--- src/rtl/assg_pkg.sv ---
// ----------------------------------------------------------------------------
// Adjacent-swap sequence generator package
// Shared widths, constants and the structs that travel along the cell chain.
// ----------------------------------------------------------------------------
`default_nettype none

package assg_pkg;

    // Configuration register: number of elements.
    localparam int CFG_W = 4;
    localparam logic [CFG_W-1:0] N_ELEMENTS_RESET = 4'd8;
    localparam logic [CFG_W-1:0] N_ELEMENTS_MIN = 4'd2;

    // Default and largest supported element count.
    localparam int DEFAULT_MAX_N = 8;
    localparam int MAX_N_LIMIT = 12;

    // Per-level step counter holds 0 .. m-1, m up to MAX_N_LIMIT.
    localparam int STEP_W = 4;
    // Internal swap position, 0 .. MAX_N_LIMIT-2.
    localparam int POS_W = 4;
    // Width of the swap position on the output word.
    localparam int SWAP_W = 3;

    // Stream word widths.
    localparam int S_TDATA_W = 8;
    localparam int M_TDATA_W = 8;

    // Handed from a level to the level below it.
    typedef struct packed {
        logic active;          // the level below produces this swap
    } assg_down_t;

    // Handed from a level to the level above it.
    typedef struct packed {
        logic [POS_W-1:0] pos; // swap position seen at this level
        logic             done; // this level finished with this swap
    } assg_up_t;

    // One result word waiting for the output side.
    typedef struct packed {
        logic [SWAP_W-1:0] swap_position;
        logic              last;
    } assg_result_t;

endpackage : assg_pkg

`default_nettype wire

--- src/rtl/adjacent_swap_sequence_generator_core.sv ---
// ----------------------------------------------------------------------------
// Adjacent-swap sequence generator core
// Plain-changes swap index generator built as a chain of per-level cells.
// ----------------------------------------------------------------------------
// Every accepted input word yields exactly one result word holding the left
// index of the adjacent pair to exchange, so that n elements walk through all
// n! orders in plain-changes order with n!-1 swaps; the final swap carries
// m_tlast and the word after it starts the sequence over. Setting the restart
// bit of an input word restarts at once, and that word already gets the first
// swap. The block takes one word per clock cycle while s_tready is high and
// registers its result: each level cell decides in the same cycle whether it
// sweeps or hands the word to the level below, and the answer ripples back
// up the chain of MAX_N-2 cells before it is registered. An output register
// with one skid stage lets the input side keep moving while one result waits.
// Writing n_elements restarts the sequence; values below 2 act as 2 and
// values above MAX_N act as MAX_N. Write it only while the block is idle.
// ----------------------------------------------------------------------------
`default_nettype none

module adjacent_swap_sequence_generator_core #(
    parameter int MAX_N = assg_pkg::DEFAULT_MAX_N
) (
    input  wire                            aclk,
    input  wire                            aresetn,
    // Configuration: n_elements
    input  wire                            cfg_wr_en,
    input  wire [assg_pkg::CFG_W-1:0]      cfg_wr_data,
    // Input words
    input  wire                            s_tvalid,
    output logic                           s_tready,
    input  wire [assg_pkg::S_TDATA_W-1:0]  s_tdata,   // [0] restart, [7:1] zero
    // Result words
    output logic                           m_tvalid,
    input  wire                            m_tready,
    output logic [assg_pkg::M_TDATA_W-1:0] m_tdata,   // [2:0] swap_position, [7:3] zero
    output logic                           m_tlast    // last
);
    import assg_pkg::*;

    logic [CFG_W-1:0] n_elements_reg;
    logic [CFG_W-1:0] n_eff;
    logic             s_fire;
    logic             restart;
    logic             seq_clear;

    // Chain links: down[m] leaves cell m toward m-1, up[m] leaves cell m
    // toward m+1. up[2] is the two-element base case.
    assg_down_t down [3:MAX_N+1];
    assg_up_t   up   [2:MAX_N];
    assg_up_t   top_result;

    assg_result_t result_word;
    assg_result_t out_word;

    assign restart = s_tdata[0];

    // Configuration register. The write also clears the level cells.
    always_ff @(posedge aclk) begin
        if (!aresetn) begin
            n_elements_reg <= N_ELEMENTS_RESET;
        end else if (cfg_wr_en) begin
            n_elements_reg <= cfg_wr_data;
        end
    end

    // Clamp the element count into the supported range.
    always_comb begin
        if (n_elements_reg < N_ELEMENTS_MIN) begin
            n_eff = N_ELEMENTS_MIN;
        end else if (n_elements_reg > CFG_W'(MAX_N)) begin
            n_eff = CFG_W'(MAX_N);
        end else begin
            n_eff = n_elements_reg;
        end
    end

    // The level n cell starts the token; nothing enters from above the chain.
    assign down[MAX_N+1].active = 1'b0;
    // The two-element level always swaps position 0 and is always done.
    assign up[2].pos  = '0;
    assign up[2].done = 1'b1;

    genvar m;
    generate
        for (m = 3; m <= MAX_N; m++) begin : g_level
            assg_level_cell #(
                .LEVEL(m)
            ) u_cell (
                .aclk     (aclk),
                .aresetn  (aresetn),
                .n_eff    (n_eff),
                .advance  (s_fire),
                .restart  (restart),
                .clear    (seq_clear),
                .down_in  (down[m+1]),
                .down_out (down[m]),
                .up_in    (up[m-1]),
                .up_out   (up[m])
            );
        end
    endgenerate

    // The answer for the whole sequence is the one seen at the top level.
    always_comb begin
        top_result = up[2];
        for (int k = 3; k <= MAX_N; k++) begin
            if (n_eff == CFG_W'(k)) begin
                top_result = up[k];
            end
        end
    end

    // After the final swap, or on a configuration write, every level returns
    // to its starting state.
    assign seq_clear = cfg_wr_en || (s_fire && top_result.done);

    assign result_word.swap_position = top_result.pos[SWAP_W-1:0];
    assign result_word.last          = top_result.done;

    assign s_fire = s_tvalid && s_tready;

    assg_out_skid u_out (
        .aclk      (aclk),
        .aresetn   (aresetn),
        .in_valid  (s_tvalid),
        .in_ready  (s_tready),
        .in_word   (result_word),
        .out_valid (m_tvalid),
        .out_ready (m_tready),
        .out_word  (out_word)
    );

    assign m_tdata = {{(M_TDATA_W-SWAP_W){1'b0}}, out_word.swap_position};
    assign m_tlast = out_word.last;

endmodule : adjacent_swap_sequence_generator_core

`default_nettype wire

--- src/rtl/assg_level_cell.sv ---
// ----------------------------------------------------------------------------
// Adjacent-swap level cell
// Holds the sweep counter, direction and closing flag of one recursion level.
// ----------------------------------------------------------------------------
`default_nettype none

module assg_level_cell #(
    parameter int LEVEL = 3
) (
    input  wire                     aclk,
    input  wire                     aresetn,
    input  wire [assg_pkg::CFG_W-1:0] n_eff,
    input  wire                     advance,
    input  wire                     restart,
    input  wire                     clear,
    input  wire assg_pkg::assg_down_t down_in,
    output assg_pkg::assg_down_t    down_out,
    input  wire assg_pkg::assg_up_t up_in,
    output assg_pkg::assg_up_t      up_out
);
    import assg_pkg::*;

    localparam logic [STEP_W-1:0] STEP_DELEGATE = STEP_W'(LEVEL - 1);
    localparam logic [STEP_W-1:0] STEP_LAST = STEP_W'(LEVEL - 2);
    localparam logic [POS_W-1:0]  POS_TOP = POS_W'(LEVEL - 2);

    logic [STEP_W-1:0] step_reg, step_next;
    logic              desc_reg, desc_next;
    logic              final_reg, final_next;

    logic [STEP_W-1:0] eff_step;
    logic              eff_desc;
    logic              eff_final;
    logic              active;
    logic              delegate;
    logic [POS_W-1:0]  sweep_pos;

    // A restart makes this word see the level as freshly cleared.
    assign eff_step  = restart ? '0 : step_reg;
    assign eff_desc  = restart ? 1'b1 : desc_reg;
    assign eff_final = restart ? 1'b0 : final_reg;

    assign delegate  = (eff_step == STEP_DELEGATE);
    assign active    = (n_eff == CFG_W'(LEVEL)) || down_in.active;
    assign sweep_pos = eff_desc ? (POS_TOP - POS_W'(eff_step)) : POS_W'(eff_step);

    assign down_out.active = active && delegate;

    always_comb begin
        up_out.pos  = '0;
        up_out.done = 1'b0;
        if (active) begin
            if (delegate) begin
                up_out.pos = up_in.pos + POS_W'(eff_desc);
            end else begin
                up_out.pos  = sweep_pos;
                up_out.done = eff_final && (eff_step == STEP_LAST);
            end
        end
    end

    always_comb begin
        step_next  = step_reg;
        desc_next  = desc_reg;
        final_next = final_reg;
        if (clear) begin
            step_next  = '0;
            desc_next  = 1'b1;
            final_next = 1'b0;
        end else if (advance && active) begin
            if (delegate) begin
                step_next  = '0;
                desc_next  = !eff_desc;
                final_next = eff_final || up_in.done;
            end else begin
                step_next  = eff_step + 1'b1;
                desc_next  = eff_desc;
                final_next = eff_final;
            end
        end else if (advance && restart) begin
            step_next  = '0;
            desc_next  = 1'b1;
            final_next = 1'b0;
        end
    end

    always_ff @(posedge aclk) begin
        if (!aresetn) begin
            step_reg  <= '0;
            desc_reg  <= 1'b1;
            final_reg <= 1'b0;
        end else begin
            step_reg  <= step_next;
            desc_reg  <= desc_next;
            final_reg <= final_next;
        end
    end

endmodule : assg_level_cell

`default_nettype wire

--- src/rtl/assg_out_skid.sv ---
// ----------------------------------------------------------------------------
// Adjacent-swap output buffer
// Output register plus one skid stage, so the input side never waits on a
// single stalled result word.
// ----------------------------------------------------------------------------
`default_nettype none

module assg_out_skid (
    input  wire                      aclk,
    input  wire                      aresetn,
    input  wire                      in_valid,
    output logic                     in_ready,
    input  wire assg_pkg::assg_result_t in_word,
    output logic                     out_valid,
    input  wire                      out_ready,
    output assg_pkg::assg_result_t   out_word
);
    import assg_pkg::*;

    logic         out_valid_reg, out_valid_next;
    logic         skid_valid_reg, skid_valid_next;
    assg_result_t out_word_reg, out_word_next;
    assg_result_t skid_word_reg, skid_word_next;
    logic         in_fire;

    assign in_ready  = !skid_valid_reg;
    assign in_fire   = in_valid && !skid_valid_reg;
    assign out_valid = out_valid_reg;
    assign out_word  = out_word_reg;

    always_comb begin
        out_valid_next  = out_valid_reg;
        skid_valid_next = skid_valid_reg;
        out_word_next   = out_word_reg;
        skid_word_next  = skid_word_reg;
        if (!out_valid_reg || out_ready) begin
            if (skid_valid_reg) begin
                out_word_next = skid_word_reg;
            end else begin
                out_word_next = in_word;
            end
            out_valid_next  = skid_valid_reg || in_fire;
            skid_valid_next = 1'b0;
        end else if (in_fire) begin
            skid_word_next  = in_word;
            skid_valid_next = 1'b1;
        end
    end

    always_ff @(posedge aclk) begin
        if (!aresetn) begin
            out_valid_reg  <= 1'b0;
            skid_valid_reg <= 1'b0;
        end else begin
            out_valid_reg  <= out_valid_next;
            skid_valid_reg <= skid_valid_next;
        end
    end

    always_ff @(posedge aclk) begin
        out_word_reg  <= out_word_next;
        skid_word_reg <= skid_word_next;
    end

endmodule : assg_out_skid

`default_nettype wire

--- config.mk ---
export PLATFORM = sky130hd
export DESIGN_NAME = adjacent_swap_sequence_generator_core
export DESIGN_NICKNAME = d
export VERILOG_FILES = /design/src/rtl/assg_pkg.sv /design/src/rtl/adjacent_swap_sequence_generator_core.sv /design/src/rtl/assg_level_cell.sv /design/src/rtl/assg_out_skid.sv
export SDC_FILE = /design/constraint.sdc
export NUM_CORES = 1
export LEC_CHECK = 0
export ABC_AREA = 1
export BUFFER_PORTS_ARGS = -buffer_cell sky130_fd_sc_hd__clkbuf_2
export CAP_MARGIN = 20
export CORE_UTILIZATION = 55
export CTS_CLUSTER_SIZE = 14
export DETAILED_ROUTE_END_ITERATION = 6
export MAX_ROUTING_LAYER = met4
export PLACE_DENSITY = 0.74
export REMOVE_ABC_BUFFERS = 1
export SLEW_MARGIN = 20
export SYNTH_ARGS = -nofsm -noshare
export SYNTH_HDL_FRONTEND = slang
export SYNTH_SLANG_ARGS = --single-unit
--- constraint.sdc ---
create_clock -name aclk -period 7.1 [get_ports aclk]
set_clock_uncertainty 0.2 [all_clocks]
set_input_delay 1.42 -clock aclk [delete_from_list [all_inputs] [get_ports aclk]]
set_output_delay 1.42 -clock aclk [all_outputs]
set_load 0.03 [all_outputs]
After elaboration in Yosys (flattened, before gate mapping)
Cells that the tools add are included.
- flip-flop bits (word level): 50
- output and inout bits: 11
- bitwise gates (word level): 2
- order comparisons: 2
- add/sub/neg operators: 17
- multiplexer cells: 89
- eq/ne operators: 18
- reduce and logical (&&, ||, !) cells: 50
- operators with widths (operator ; number):
    $mux W4 ; 33
    $eq A4 B3 Y1 const B ; 11
    $mux W1 ; 44
    $mux W3 ; 12
    $add A4 B1 Y4 const B ; 6
    $eq A4 B2 Y1 const B ; 5
    $logic_and A1 B1 Y1 ; 20
    $add A3 B1 Y3 ; 5
    $logic_or A1 B1 Y1 ; 13
    $reduce_bool A2 Y1 ; 6
    $sub A3 B3 Y3 const A ; 3
    $logic_not A1 Y1 ; 8
    $sub A2 B3 Y3 const A ; 2
    $eq A4 B1 Y1 const B ; 1
    $eq A4 B4 Y1 const B ; 1
    $gt A4 B4 Y1 const B ; 1
    $lt A4 B2 Y1 const B ; 1
    $reduce_or A2 Y1 ; 2
    $sub A1 B3 Y3 const A ; 1
    $not A1 Y1 ; 2
    $reduce_and A2 Y1 ; 1

Logic depth before layout (Yosys ltp)
Gate-level depths: netlist of the first run.
- depth in word-level cells: 33
- gate-level depth with buffers: 39
- depth with buffers taken out: 37

By module
A second synthesis of the first run with hierarchy kept.
- cell total of the unflattened synthesis: 706
- area, all modules: 4384.2 um^2
- by module, submodules not included (module ; cells an instance ; times used ; area each (um^2) ; seq. area each (um^2)):
    assg_level_cell at g_level[6].u_cell ; 105 ; 1 ; 641.9 ; 120.1
    assg_level_cell at g_level[7].u_cell ; 103 ; 1 ; 605.6 ; 120.1
    assg_level_cell at g_level[4].u_cell ; 94 ; 1 ; 581.8 ; 120.1
    assg_level_cell at g_level[3].u_cell ; 103 ; 1 ; 579.3 ; 120.1
    assg_level_cell at g_level[5].u_cell ; 99 ; 1 ; 576.8 ; 120.1
    assg_level_cell at g_level[8].u_cell ; 90 ; 1 ; 564.3 ; 120.1
    adjacent_swap_sequence_generator_core ; 80 ; 1 ; 469.2 ; 80.1
    assg_out_skid ; 32 ; 1 ; 365.4 ; 280.3

Worst setup path before layout of the first run
Ideal clock, no wire load.
- path type: input to register
- from: in s_tdata[0] in the netlist's numbering
- to: reg u_out.out_word_reg (netlist bit u_out.out_word[2]), data pin
- stages: 34
- path slack: 0.499 ns
- arrival: 6.147 ns
- buffers on the path: 3
- required time: 6.646 ns
- cell sequence: buf_6 buf_1 clkbuf_1 nor2_1 inv_1 ha_1 nand3_2 inv_2 nand2_1 nand2_2 nand2_2 nand2_2 nand2_2 nand2_4 o21ai_0 a21oi_1 ha_1 o21ai_0 nor2_1 ha_1 ha_1 a22oi_1 nor2_1 ha_1 nor2_1 a211oi_1 ha_1 o21ai_0 nor2_1 ha_1 o21ai_0 nand3_1 nand2_1 nand2_1
- RTL lines (element ; RTL line ; text):
    start, declared ; adjacent_swap_sequence_generator_core.sv:31 ; input wire [assg_pkg::S_TDATA_W-1:0] s_tdata,
    end signal, assigned ; assg_out_skid.sv:61 ; out_word_reg <= out_word_next;
    end, declared ; assg_out_skid.sv:22 ; assg_result_t out_word_reg, out_word_next;

==> impl_metrics.env, run 1 <==
export IMPL_drive_gt1_share_pct=11.3
export IMPL_ys_flop_type="dfxtp_1"
export IMPL_grt_pass1_vias=3197
export IMPL_wl_mm=8.18
export IMPL_crit_slowest_cell="a211oi_1"
export IMPL_hold_class="flip-flop to flip-flop"
export IMPL_ys_types=37
export IMPL_clock_power_share_pct=32.2
export IMPL_ys_seq_area_share_pct=30.6
export IMPL_cts_sinks=50
export IMPL_antenna_found_initial=0
export IMPL_hpwl_mm=6.37
export IMPL_placementRows=28
export IMPL_max_cap_violations=0
export IMPL_tightest_slew_ns=0.848
export IMPL_powerDensity_mw_per_mm2=136
export IMPL_max_stage_delay_ns=0.38
export IMPL_crit_type="input port to flip-flop"
export IMPL_internal_power_uw=375
export IMPL_viasPerCell=5.37
export IMPL_die_height_um=82.1
export IMPL_r2r_start="g_level[8].u_cell.step_reg[1]"
export IMPL_hold_viol_final=0
export IMPL_drt_iter0_drc=156
export IMPL_p_sw_share_pct=27.5
export IMPL_cts_setup_buffers=0
export IMPL_ios=28
export IMPL_p_sw_uw=142
export IMPL_post_dp_cell_area_mm2=0.00372
export IMPL_grt_usage_pct=27.2
export IMPL_p_leak_uw=0.00157
export IMPL_clock_latency_ns=0.31
export IMPL_setup_violations=0
export IMPL_slew_viol_final=0
export IMPL_area_growth_synth_to_final_pct=7.65
export IMPL_core_area_mm2=0.00606
export IMPL_drcViolationCount=0
export IMPL_mostFrequentLayoutCells="nand2_1 (109), inv_1 (86), nor2_1 (73), dfxtp_1 (42), a21oi_1 (39)"
export IMPL_hold_start="g_level[3].u_cell.step_reg[2]"
export IMPL_rr_worst_depth=33
export IMPL_regToRegEndpoint="u_out.out_word[2]"
export IMPL_first_pass_iters=4
export IMPL_via_count=3405
export IMPL_r2r_slack_ns=1.40
export IMPL_whs_ns=0.268
export IMPL_nFillCells=574
export IMPL_htree_levels=2
export IMPL_slew_headroom_pct=43.3
export IMPL_avgSynthCellArea_um2=6.60
export IMPL_fin_crit_ns=6.62
export IMPL_die_w_um=82.1
export IMPL_clock_path_buffers=2
export IMPL_syn_area_mm2=0.00353
export IMPL_crit_arrival_ns=6.50
export IMPL_cts_root_buf="clkbuf_8"
export IMPL_largest_reg_flops=24
export IMPL_pwr_share_comb_pct=10.3
export IMPL_fin_crit_sh_pct=93.2
export IMPL_grt_ovfl_total=0
export IMPL_setup_tns_ns=0
export IMPL_postSynthCellCount=535
export IMPL_start_util_pct=58.3
export IMPL_grt_first_pass_wirelength_mm=13.7
export IMPL_holdBufCountCts=0
export IMPL_crit_top_cell="ha_1"
export IMPL_crit_fanout=6
export IMPL_ant_nets=0
export IMPL_final_common_cell="nand2_1"
export IMPL_instances_no_fill=634
export IMPL_max_freq_mhz=151
export IMPL_numPortBuffers=15
export IMPL_grt_max_degree=18
export IMPL_dp_cells=626
export IMPL_cts_tree="done"
export IMPL_status="completed"
export IMPL_final_cell_area_mm2=0.00380
export IMPL_nets=596
export IMPL_cts_resized=0
export IMPL_hold_path_end="g_level[3].u_cell.step_reg[2]"
export IMPL_seqPwrFrac_pct=57.4
export IMPL_start_kind="input port"
export IMPL_gp_congestion=0.901
export IMPL_clk_pin_slew_ns=0.09
export IMPL_yosys_warnings=0
export IMPL_crit_path_end_kind="flip-flop"
export IMPL_antenna_cells=0
export IMPL_die_area_mm2=0.00675
export IMPL_crit_required_ns=6.98
export IMPL_synth_edff_count=8
export IMPL_cts_buffers=5
export IMPL_async_flop_share_pct=0
export IMPL_ys_ff_latch=50
export IMPL_whs_path_depth=2
export IMPL_ir_drop_v=0.0000756
export IMPL_rsz0062_at_grt="no"
export IMPL_routedWlPerCell_um=12.9
-- metal layers --
metal	GRT usage (%)	share of wire (%)	vias to the layer above	wire length [µm]
li1	-	-	1762	-
met4	9.65	1.8	0	145
met1	31.8	45	1549	3710
met3	4.51	4.4	14	360
met5	-	0	-	0
met2	47.0	48	80	3960
-- power groups by stage --
stage          Combinational (µW)  Clock, µW  Sequential (µW)
2_1_floorplan                26.7          0              308
3_3_place_gp                 52.4          0              303
3_5_place_dp                 53.2          0              303
4_1_cts                      53.4        172              297
5_1_grt                      59.1        182              298
6_report                     53.3        167              297
-- cell families (layout without fill, tap and decap cells) --
family,Yosys count,in the layout,share of synthesized area (%)
adders and majority gates,21,21,7.44
other,1,5,0.106
and+or+nand+nor,247,247,31.6
xor gates and xnor gates,5,5,1.24
DFF,50,50,30.6
buffers and inverters,106,126,12.2
AOI/OAI and AO/OA,105,105,16.8
-- stage by stage --
| step | total power, µW | setup slack (ns) | utilization [%] |
|---|---|---|---|
| 2_1_floorplan | 335 | 1.17 | - |
| 3_3_place_gp | 356 | 0.341 | 61.3 |
| 3_5_place_dp | 357 | 0.199 | 61.3 |
| 4_1_cts | 522 | 0.440 | 62.7 |
| 5_1_grt | 539 | 0.0636 | 62.7 |
| 6_report | 517 | 0.480 | 62.7 |
-- cell type report --
cell class | instances | area (µm²) | area share (%)
Multi-Input combinational cell | 383 | 2030 | 53.5
Sequential cell | 50 | 1080 | 28.4
Inverter | 94 | 353 | 9.28
Timing Repair Buffer | 24 | 155 | 4.08
Tap cell | 75 | 93.8 | 2.47
Clock buffer | 5 | 68.8 | 1.81
Clock inverter | 3 | 16.3 | 0.428
-- Yosys cell counts (3+ instances only) --
library cell | instances | area share, %
edfxtp_1 | 8 | 6.8
clkbuf_1 | 4 | 0.42
inv_2 | 7 | 0.74
nand4_1 | 3 | 0.53
nor2_4 | 3 | 0.96
o31ai_1 | 4 | 0.85
nor2_1 | 73 | 7.8
nand3_2 | 5 | 1.4
inv_1 | 86 | 9.1
dfxtp_1 | 42 | 24
o211ai_1 | 3 | 0.64
nand2_1 | 109 | 12
a21oi_1 | 39 | 5.5
o21ai_0 | 37 | 5.2
o22ai_1 | 7 | 1.2
ha_1 | 21 | 7.4
nand3_1 | 30 | 4.3
nand2_2 | 11 | 1.9
nor3_1 | 7 | 0.99
xor2_1 | 4 | 0.99
a211oi_1 | 5 | 1.1
buf_4 | 5 | 1.1
-- worst max-delay path: cells and delay by family --
family	cells	cell delay, ns
and+or+nand+nor	18	1.63
adders and majority gates	7	1.83
buffers and inverters	1	0.17
AOI/OAI and AO/OA	7	1.45
-- worst max path at each step --
stage / from / to / slack, ns
4_1_cts: s_tdata[0] / u_out.out_word[2] / 0.44
3_3_place_gp: s_tdata[0] / u_out.out_word[2] / 0.34
3_5_place_dp: s_tdata[0] / u_out.out_word[2] / 0.20
5_1_grt: s_tdata[0] / u_out.out_word[2] / 0.06
6_report: s_tdata[0] / u_out.out_word[2] / 0.48
2_1_floorplan: s_tdata[0] / u_out.out_word[2] / 1.17
No activity file was read; power rests on OpenSTA's default activity.
==> run 2, diff against run 1 <==
--- a/config.mk
+++ b/config.mk
@@ -8,11 +8,11 @@
 export ABC_AREA = 1
 export BUFFER_PORTS_ARGS = -buffer_cell sky130_fd_sc_hd__clkbuf_2
 export CAP_MARGIN = 20
-export CORE_UTILIZATION = 55
+export CORE_UTILIZATION = 50
 export CTS_CLUSTER_SIZE = 14
 export DETAILED_ROUTE_END_ITERATION = 6
 export MAX_ROUTING_LAYER = met4
-export PLACE_DENSITY = 0.74
+export PLACE_DENSITY = 0.77
 export REMOVE_ABC_BUFFERS = 1
 export SLEW_MARGIN = 20
 export SYNTH_ARGS = -nofsm -noshare
==> run 2 against run 1 <==
Effect of this change: die area grew 9.8%; sequential power is essentially flat; worst setup slack lost 0.050 ns; design area grew 1.2%; maximum frequency shrank 0.75%; highest routed layer unchanged; total power grew 8.8%.
==> impl_metrics.env, run 2 (same netlist as run 1, synthesis figures left out) <==
export IMPL_grt_pass1_vias=3163
export IMPL_seq_area_mm2=0.00108
export IMPL_start_kind="input port"
export IMPL_viasPerCell=5.27
export IMPL_powerDensity_mw_per_mm2=146
export IMPL_topRoutingLayerUsed="met4"
export IMPL_pwr_share_comb_pct=9.4
export IMPL_grt_max_degree=32
export IMPL_hpwl_mm=6.17
export IMPL_drt_iter0_drc=149
export IMPL_holdBufCountCts=0
export IMPL_cts_root_buf="clkbuf_8"
export IMPL_die_height_um=86.1
export IMPL_hold_class="flip-flop to flip-flop"
export IMPL_met3WireLength_um=416
export IMPL_tightest_slew_ns=0.907
export IMPL_clock_power_share_pct=37.8
export IMPL_crit_arrival_ns=6.55
export IMPL_ir_drop_v=0.0000702
export IMPL_antenna_cells=0
export IMPL_multiInputGateArea_mm2=0.00203
export IMPL_cts_tree="done"
export IMPL_routedWlPerCell_um=12.5
export IMPL_drive_gt1_share_pct=11.4
export IMPL_htree_levels=2
export IMPL_rsz0062_at_grt="no"
export IMPL_die_w_um=86.1
export IMPL_setup_slack_ns=0.431
export IMPL_ios=28
export IMPL_p_leak_uw=0.00158
export IMPL_start_util_pct=52.0
export IMPL_clock_latency_ns=0.31
export IMPL_placementRows=30
export IMPL_clock_path_buffers=2
export IMPL_max_freq_mhz=150
export IMPL_status="completed"
export IMPL_cts_setup_buffers=0
export IMPL_final_common_cell="nand2_1"
export IMPL_r2r_start="g_level[8].u_cell.step_reg[1]"
export IMPL_r2r_slack_ns=1.36
export IMPL_cts_sinks=50
export IMPL_cts_buffers=5
export IMPL_largest_reg_flops=24
export IMPL_grt_usage_pct=23.6
export IMPL_seqPwrFrac_pct=52.8
export IMPL_nets=596
export IMPL_p_sw_uw=148
export IMPL_antenna_found_initial=0
export IMPL_hold_viol_final=0
export IMPL_crit_required_ns=6.98
export IMPL_slew_headroom_pct=39.3
export IMPL_cts_resized=0
export IMPL_wl_mm=8.17
export IMPL_setup_tns_ns=0
export IMPL_area_growth_synth_to_final_pct=8.96
export IMPL_gp_congestion=0.910
export IMPL_clk_pin_slew_ns=0.10
export IMPL_die_area_mm2=0.00740
export IMPL_grt_first_pass_wirelength_mm=13.7
export IMPL_drcViolationCount=0
export IMPL_crit_fanout=8
export IMPL_crit_slowest_cell="a211oi_1"
export IMPL_fin_crit_sh_pct=93.9
export IMPL_numPortBuffers=15
export IMPL_whs_path_depth=2
export IMPL_nFillCells=629
export IMPL_max_cap_violations=0
export IMPL_slew_viol_final=0
export IMPL_post_place_ws_ns=0.266
export IMPL_first_pass_iters=6
export IMPL_core_area_mm2=0.00679
export IMPL_crit_top_cell="ha_1"
export IMPL_rr_worst_depth=33
export IMPL_hold_path_end="g_level[3].u_cell.step_reg[2]"
export IMPL_grt_ovfl_total=0
export IMPL_max_stage_delay_ns=0.39
export IMPL_fin_crit_ns=6.67
export IMPL_crit_buf_inv=1
export IMPL_regToRegEndpoint="u_out.out_word[2]"
export IMPL_internal_power_uw=414
export IMPL_crit_path_end_kind="flip-flop"
export IMPL_setup_violations=0
export IMPL_wl_met2_mm=3.83
export IMPL_crit_type="input port to flip-flop"
export IMPL_critical_path_top_delay_family="adder cells"
export IMPL_mostFrequentLayoutCells="nand2_1 (109), inv_1 (86), nor2_1 (73), dfxtp_1 (42), a21oi_1 (39)"
export IMPL_hold_start="g_level[3].u_cell.step_reg[2]"
export IMPL_via_count=3451
export IMPL_ant_nets=0
export IMPL_wl_met1_mm=3.76
export IMPL_p_sw_share_pct=26.4
[run 2: final cells by class]
class	count	area share [%]
flip-flops and latches	50	28.1
clock buffers	5	1.79
inverters	94	9.17
repair buffers	24	3.71
multi-input cells	383	52.9
well taps	96	3.12
clock inverters	3	1.27
[run 2: worst reg2reg max path: cells and delay by family (launching register included)]
family	cells	cell delay (ns)
AOI/OAI and AO/OA	7	1.65
DFF	1	0.34
and+or+nand+nor	18	1.51
buffers and inverters	1	0.07
adders and majority gates	7	1.75
[run 2: layer usage]
layer,track usage (%),vias to the layer above
met1,28.9,1550
met4,7.27,0
met5,-,-
met3,2.89,22
li1,-,1770
met2,40.5,109
[run 2: worst max-delay path by stage]
stage	to	cells after the start	from	slack, ns
after global routing	u_out.out_word[2]	33	s_tdata[0]	0.01
final	u_out.out_word[2]	33	s_tdata[0]	0.43
after detailed placement	u_out.out_word[2]	33	s_tdata[0]	0.27
after floorplan	u_out.out_word[2]	32	s_tdata[0]	1.17
after global placement	u_out.out_word[2]	33	s_tdata[0]	0.33
after CTS	u_out.out_word[2]	33	s_tdata[0]	0.52
[run 2: stage by stage]
stage	utilization [%]	hold slack, ns	power, µW	area, µm²	instances
2_1_floorplan	-	0.241	335	3470	527
3_3_place_gp	54.9	0.249	355	3730	647
3_5_place_dp	54.9	0.258	356	3730	647
4_1_cts	56.6	0.273	566	3850	655
5_1_grt	56.6	0.292	583	3850	655
6_report	56.6	0.271	562	3850	655
[run 2: power by group through the flow]
stage,logic (µW),registers (µW),clock network (µW)
3_5_place_dp,52.4,303,0
6_report,52.7,297,213
4_1_cts,52.5,297,217
3_3_place_gp,51.6,303,0
2_1_floorplan,26.7,308,0
5_1_grt,58.7,298,226
